## config.mk

```make
export PLATFORM = sky130hd
export DESIGN_NAME = wts_divider
export DESIGN_NICKNAME = d
export VERILOG_FILES = /design/src/hdl/windowed_trend_statistics_assert.svh /design/src/hdl/wts_pkg.sv /design/src/hdl/wts_divider.sv
export SDC_FILE = /design/constraint.sdc
export NUM_CORES = 1
export LEC_CHECK = 0
export ABC_AREA = 1
export BUFFER_PORTS_ARGS = -buffer_cell sky130_fd_sc_hd__buf_2
export CORE_MARGIN = 2
export CORE_UTILIZATION = 55
export DETAILED_ROUTE_END_ITERATION = 8
export PLACE_DENSITY = 0.88
export SLEW_MARGIN = 10
export SYNTH_ARGS = -nofsm -noshare
export SYNTH_HDL_FRONTEND = slang
export SYNTH_SLANG_ARGS = --single-unit
```

## constraint.sdc

```tcl
create_clock -name clk_i -period 4.4 [get_ports clk_i]
set_input_delay 0.88 -clock clk_i [delete_from_list [all_inputs] [get_ports clk_i]]
set_output_delay 0.88 -clock clk_i [all_outputs]
set_load 0.01 [all_outputs]
```

## src/hdl/windowed_trend_statistics_assert.svh

```systemverilog
// Assertion macros shared by the windowed trend statistics RTL.
// Holds only macro definitions; each file that asserts includes it by name.
`ifndef WINDOWED_TREND_STATISTICS_ASSERT_SVH
`define WINDOWED_TREND_STATISTICS_ASSERT_SVH

// Same-cycle implication, disabled while reset is low.
`define WTS_ASSERT_IMPL(lbl, clk, rst_n, ante, cons) \
  lbl: assert property (@(posedge clk) disable iff (!rst_n) (ante) |-> (cons)) \
    else $error("windowed trend statistics: assertion failed");

// Next-cycle implication, disabled while reset is low.
`define WTS_ASSERT_NEXT(lbl, clk, rst_n, ante, cons) \
  lbl: assert property (@(posedge clk) disable iff (!rst_n) (ante) |=> (cons)) \
    else $error("windowed trend statistics: assertion failed");

`endif

```

## src/hdl/wts_pkg.sv

```systemverilog
// Package for the windowed trend statistics block: sequencer states,
// divider status type and fixed constants. No dependencies.
`default_nettype none

package wts_pkg;

  typedef enum logic [3:0] {
    ST_IDLE,
    ST_SCAN,
    ST_AVG,
    ST_AVG_W,
    ST_RNG,
    ST_ZDIV_W,
    ST_MAR,
    ST_MAR_W,
    ST_DONE
  } wts_state_e;

  typedef struct packed {
    logic busy;
    logic done;
  } div_status_t;

  localparam int unsigned SAMPLE_W = 32;
  localparam int unsigned BOUND_W  = 34;
  localparam int unsigned COUNT_W  = 9;
  localparam int unsigned RANGE_W  = 33;
  localparam int unsigned DIV_TEN  = 10;
  localparam int unsigned ONE_Q16  = 65536;

endpackage

`default_nettype wire

```

## src/hdl/wts_divider.sv

```systemverilog
// Shared restoring divider, one quotient bit per cycle, unsigned operands.
// Depends on wts_pkg for the status struct.
`default_nettype none

module wts_divider #(
  parameter int unsigned DIVIDEND_W = 41,
  parameter int unsigned DIVISOR_W  = 9
) (
  input  wire logic                  clk_i,
  input  wire logic                  rst_ni,
  input  wire logic                  start_i,
  input  wire logic [DIVIDEND_W-1:0] dividend_i,
  input  wire logic [DIVISOR_W-1:0]  divisor_i,
  output logic      [DIVIDEND_W-1:0] quotient_o,
  output wts_pkg::div_status_t       status_o
);

  localparam int unsigned STEP_W = $clog2(DIVIDEND_W + 1);

  logic [DIVISOR_W-1:0]  rem_q, rem_d;
  logic [DIVISOR_W-1:0]  dsr_q, dsr_d;
  logic [DIVIDEND_W-1:0] quo_q, quo_d;
  logic [STEP_W-1:0]     cnt_q, cnt_d;
  logic                  done_q, done_d;
  logic [DIVISOR_W:0]    trial;
  logic [DIVISOR_W:0]    diff;
  logic                  ge;

  assign trial = {rem_q, quo_q[DIVIDEND_W-1]};
  assign diff  = trial - {1'b0, dsr_q};
  assign ge    = (trial >= {1'b0, dsr_q});

  always_comb begin
    rem_d  = rem_q;
    dsr_d  = dsr_q;
    quo_d  = quo_q;
    cnt_d  = cnt_q;
    done_d = done_q;
    if (start_i) begin
      rem_d  = '0;
      dsr_d  = divisor_i;
      quo_d  = dividend_i;
      cnt_d  = STEP_W'(DIVIDEND_W);
      done_d = 1'b0;
    end else if (cnt_q != '0) begin
      // A trial below the divisor always fits the remainder width.
      rem_d  = ge ? diff[DIVISOR_W-1:0] : trial[DIVISOR_W-1:0];
      quo_d  = {quo_q[DIVIDEND_W-2:0], ge};
      cnt_d  = cnt_q - STEP_W'(1);
      done_d = (cnt_q == STEP_W'(1));
    end
  end

  always_ff @(posedge clk_i or negedge rst_ni) begin
    if (!rst_ni) begin
      cnt_q  <= '0;
      done_q <= 1'b0;
    end else begin
      cnt_q  <= cnt_d;
      done_q <= done_d;
    end
  end

  always_ff @(posedge clk_i) begin
    rem_q <= rem_d;
    dsr_q <= dsr_d;
    quo_q <= quo_d;
  end

  assign quotient_o    = quo_q;
  assign status_o.busy = (cnt_q != '0);
  assign status_o.done = done_q;

endmodule

`default_nettype wire

```

* Yosys cells after proc, flatten, opt, wreduce, memory -nomap -nowiden
Cells that the tools add are included.
** Storage, ports and cells
- Logic and storage cells :: 18
- Flip-flop bits (word level) :: 66
- Input port bits :: 53
- Output and inout port bits :: 43
** Cells by class
- Add/sub/neg operators :: 2
- Eq/ne operators :: 1
- $lt $le $gt $ge :: 1
- Multiplexer cells :: 7
- Reductions and logical operators :: 2
** Operator list (number)
- 41-bit 2-to-1 mux :: 2
- 6-bit 2-to-1 mux :: 2
- 10-bit by 9-bit >= comparator with 1-bit output :: 1
- 9-bit 2-to-1 mux :: 1
- 9-bit subtractor :: 1
- 6-bit by 1-bit equality test with 1-bit output (second input constant) :: 1
- 6-bit nonzero test :: 1
- 6-bit by 1-bit subtractor with 6-bit output (second input constant) :: 1
- 1-bit 2-to-1 mux :: 2
- 2-bit nonzero test :: 1

* Longest topological paths before layout
- Depth in word-level cells :: 3
- Depth in mapped cells :: 13
- Gate-level depth less buffers :: 13

* Worst setup path before layout
Ideal clock, no wire load.
- Path kind :: in2reg
- Start :: input port start_i
- End :: register quo_q[0], in the netlist quotient_o[0] (enable)
- Path buffers :: 1
- Arrival :: 2011 ps
- Stages :: 3
- Setup slack :: 1990 ps
- Data required time :: 4001 ps
- Library setup time :: 399 ps
- Cells stage by stage :: buf_2 > nor2_8 > inv_1
** On the way
- Word-level cells in the longest chain between the ends :: 1
** Ends and longest elaborated chain
- start: declaration :: line wts_divider.sv:11 : input wire logic start_i,
- 2-bit nonzero test (no source line)
- end signal: assignment :: line wts_divider.sv:67 : quo_q <= quo_d;
- end: declaration :: line wts_divider.sv:22 : logic [DIVIDEND_W-1:0] quo_q, quo_d;
No other way between the ends.
A chain may end at the register's enable or synchronous reset.

* Worst setup path in the final report
- Start :: register cnt_q[0]
- End :: register quo_q[18], in the netlist quotient_o[18] (enable)
** On the way
- Word-level cells in the longest chain between the ends :: 2
** Ends and longest elaborated chain
- start: declaration :: line wts_divider.sv:23 : logic [STEP_W-1:0] cnt_q, cnt_d;
- start signal: assignment :: line wts_divider.sv:59 : cnt_q <= cnt_d;
- 6-bit nonzero test :: line wts_divider.sv:45 : end else if (cnt_q != '0) begin
- 2-bit nonzero test (no source line)
No other way between the ends.

==> results.md <==
- Syn_nets: 448
- Mux cell area share after synthesis: 0
- Worst setup EP type: flip-flop
- Int Power: 1.29 mW
- Data arrival, critical path: 2.72 ns
- IO buf count: 95
- Placer's final routability congestion estimate: 0.897
- Post-synth EDFFs: 50
- Pwr/cell area: 484 nW/µm²
- Residual DRC: 0
- Fmax: 377 MHz
- Final Hold Viols: 0
- Final setup vio count: 0
- Post-Syn Area: 3320 µm²
- Vias: 2827
- Hold Crit Class: in2async
- CP Max Fanout: 27
- Largest family of logic cells by synthesized area: simple AND/OR/NAND/NOR gates
- Die area: 6670 µm²
- NetSw: 655 µW
- Max incr delay on CP: 0.73 ns
- Root buffer cell: clkbuf_8
- Dpl cells: 543
- Clock transition time at the flip-flop clock pins of the worst setup and hold paths: 0.06 ns
- Layout cells sized above 1: 0.254
- Synth unique cells: 30
- CTS Sinks: 66
- Vias in the first global route: 2633
- MaxCap Viol Count: 0
- Leakage: 2.16 nW
- Peak supply drop: 0.290 mV
- CTS Buf Count: 9
- Wire per inst: 13.4 µm
- # diodes: 0
- Seq/Total Area, Yosys: 0.559
- Total Power Consumption: 1.95 mW
- Slew Viols, Final: 0
- Sequential Power Share: 0.437
- Initial Utilization: 0.564
- Syn_area_per_cell: 8.67 µm²
- GRT Residual Overflow: 0
- Ys Warns: 0
- Fin cells: 559
- Share of the synthesized area in the top cell type: 0.452
- First-iteration detailed-routing DRC count: 203
- Largest net degree at the start of global routing: 52
- Final TNS setup: 0 ns
- Final worst setup slack: 1.75 ns
- CTS tree: yes
- Tot GR Track Use: 0.238
- Top cells by area, synth: edfxtp_1 45%, nand2_1 20%, dfxtp_1 5.4%
- Clock power frac: 0.251
- Xor/xnor share of the synthesized area: 0.0106
- Width of the die: 81.7 µm
- Post-synth top flop: edfxtp_1
- Chip height: 81.7 µm
- Slowest cell on crit path: clkinv_1
- Pre-CTS WS: 1.65 ns
- Core Region: 5890 µm²
- Latest clock arrival within the worst-skew pair: 0.33 ns
- Final ANT Viol Nets: 0
- Period utilization: 0.603
- HPWL after DPL: 5510 µm
- WHS: 0.372 ns
- Minimum clock period: 2.65 ns
- #FFs+latches synth: 66
- 1st-pass router iterations: 4
- Relative slew slack: 0.386
- Post-CTS setup buffer count: 0
- Simple-gate share of the synthesized area: 0.297
- Unrepaired setup endpoints after global routing: false
- Io pins: 96
- Worst-Margin Slew: 0.916 ns
- H-tree levels: 3
- Crit-path cells: inv_1, ha_1, nand2_1, inv_2, nand2_4, nor2_8, clkinv_1, buf_4
- Layout Nets: 544
- Synth async-reset ratio: 0.106
- Critical Path RT: 4.47 ns
- Clk_skew: 0.00481 ns
- Synth area leader: edfxtp_1
- Adder-cell share of the synthesized area: 0.0475
- CTS Hold Buffers Added: 0
- Overall routed net length: 7470 µm
- Vias per inst: 5.06
- Post-synthesis compound-gate area fraction: 0.0196
- Post-CTS Resized: 0
- Clk buf depth: 2
- Crit path kind: reg2reg
- Switching fraction of total power: 0.336
- Status: finished clean
- Synth-to-layout area growth: 21.3%
- Antenna violations before repair: 0
- First-pass GRT wire length: 12100 µm
- Synth Instances: 383
- Rows: 28
- Crit start category: flip-flop
- Combinational share of power: 0.312
[flip-flops by register name (all words and copies together), names as in the netlist]
register and count:
dsr_q 9, cnt_q 6, quotient_o 41, done_q 1, rem_q 9
[synth_stat cells (2+ instances only)]
cell type	number
nand3_2	2
edfxtp_1	50
a21oi_1	3
nor2_1	13
clkbuf_1	8
xnor2_1	3
dfrtp_1	7
ha_1	11
nand2_1	180
nand3b_1	2
buf_6	2
nor3_1	2
nor2_2	2
o21ai_0	5
nand4_1	2
inv_2	3
nand3_1	26
inv_1	38
nand2_2	5
dfxtp_1	9
[stage by stage]
step                utilization  cell area (µm²)
detailed placement        0.652             3840
finish                    0.684             4030
global placement          0.652             3840
global route              0.684             4030
floorplan                     -             3320
CTS                       0.684             4030
[layout make-up]
cell class / instances / area (µm²)
fillers: 461 / 1860
flip-flops and latches: 66 / 1860
multi-input cells: 264 / 1240
repair buffers: 97 / 490
inverters: 41 / 154
clock buffers: 13 / 149
well taps: 75 / 93.8
clock inverters: 3 / 38.8
[path summary, 6_finish.rpt]
path / startpoint / endpoint / slack, ns / depth (start not counted)
min in group clk_i: rem_q[5] / rem_q[5] / 0.49 / 2
max in group asynchronous: rst_ni / cnt_q[5] / 3.87 / 1
setup / recovery: cnt_q[0] / quotient_o[18] / 1.75 / 8
setup reg to reg: cnt_q[0] / quotient_o[18] / 1.75 / 8
hold reg to reg: rem_q[5] / rem_q[5] / 0.49 / 2
hold / removal: rst_ni / cnt_q[0] / 0.37 / 1
[layout by cell type, fill, tap and decap left out, types with 5 or more instances in the layout]
cell type  instances
nand2_1          180
buf_2             95
edfxtp_1          50
inv_1             37
nand3_1           26
nor2_1            13
ha_1              11
clkbuf_8          10
dfxtp_1            9
dfrtp_1            7
nand2_2            5
o21ai_0            5
[power groups by stage]
stage / registers (mW) / logic, mW / clock network [mW]
final: 0.852 / 0.608 / 0.489
after global routing: 0.862 / 0.691 / 0.520
after CTS: 0.850 / 0.604 / 0.495
after detailed placement: 0.860 / 0.601 / 0
after global placement: 0.860 / 0.575 / 0
after floorplan: 0.865 / 0.431 / 0
[worst max-delay path: cells and delay by family, from the launching register on]
family                   cells  cell delay (ns)
adder cells (fa/ha/maj)      1             0.18
AND/OR/NAND/NOR              3             0.35
buffers and inverters        4             1.45
flip-flops                   1             0.40
[per-layer routing]
metal  share of wire  GRT usage  up-vias
li1                -          -     1414
met1            0.45      0.330     1281
met2            0.47      0.381      125
met3           0.074     0.0549        7
met4          0.0067     0.0600        0
met5               0          0        -
[cell families after synthesis]
logic type                 Yosys count
adders and majority gates           12
buffers and inverters               53
and+or+nand+nor                    236
AOI/OAI and AO/OA                   12
DFF                                 66
xor gates and xnor gates             4
No activity file was read; power rests on OpenSTA's default activity.
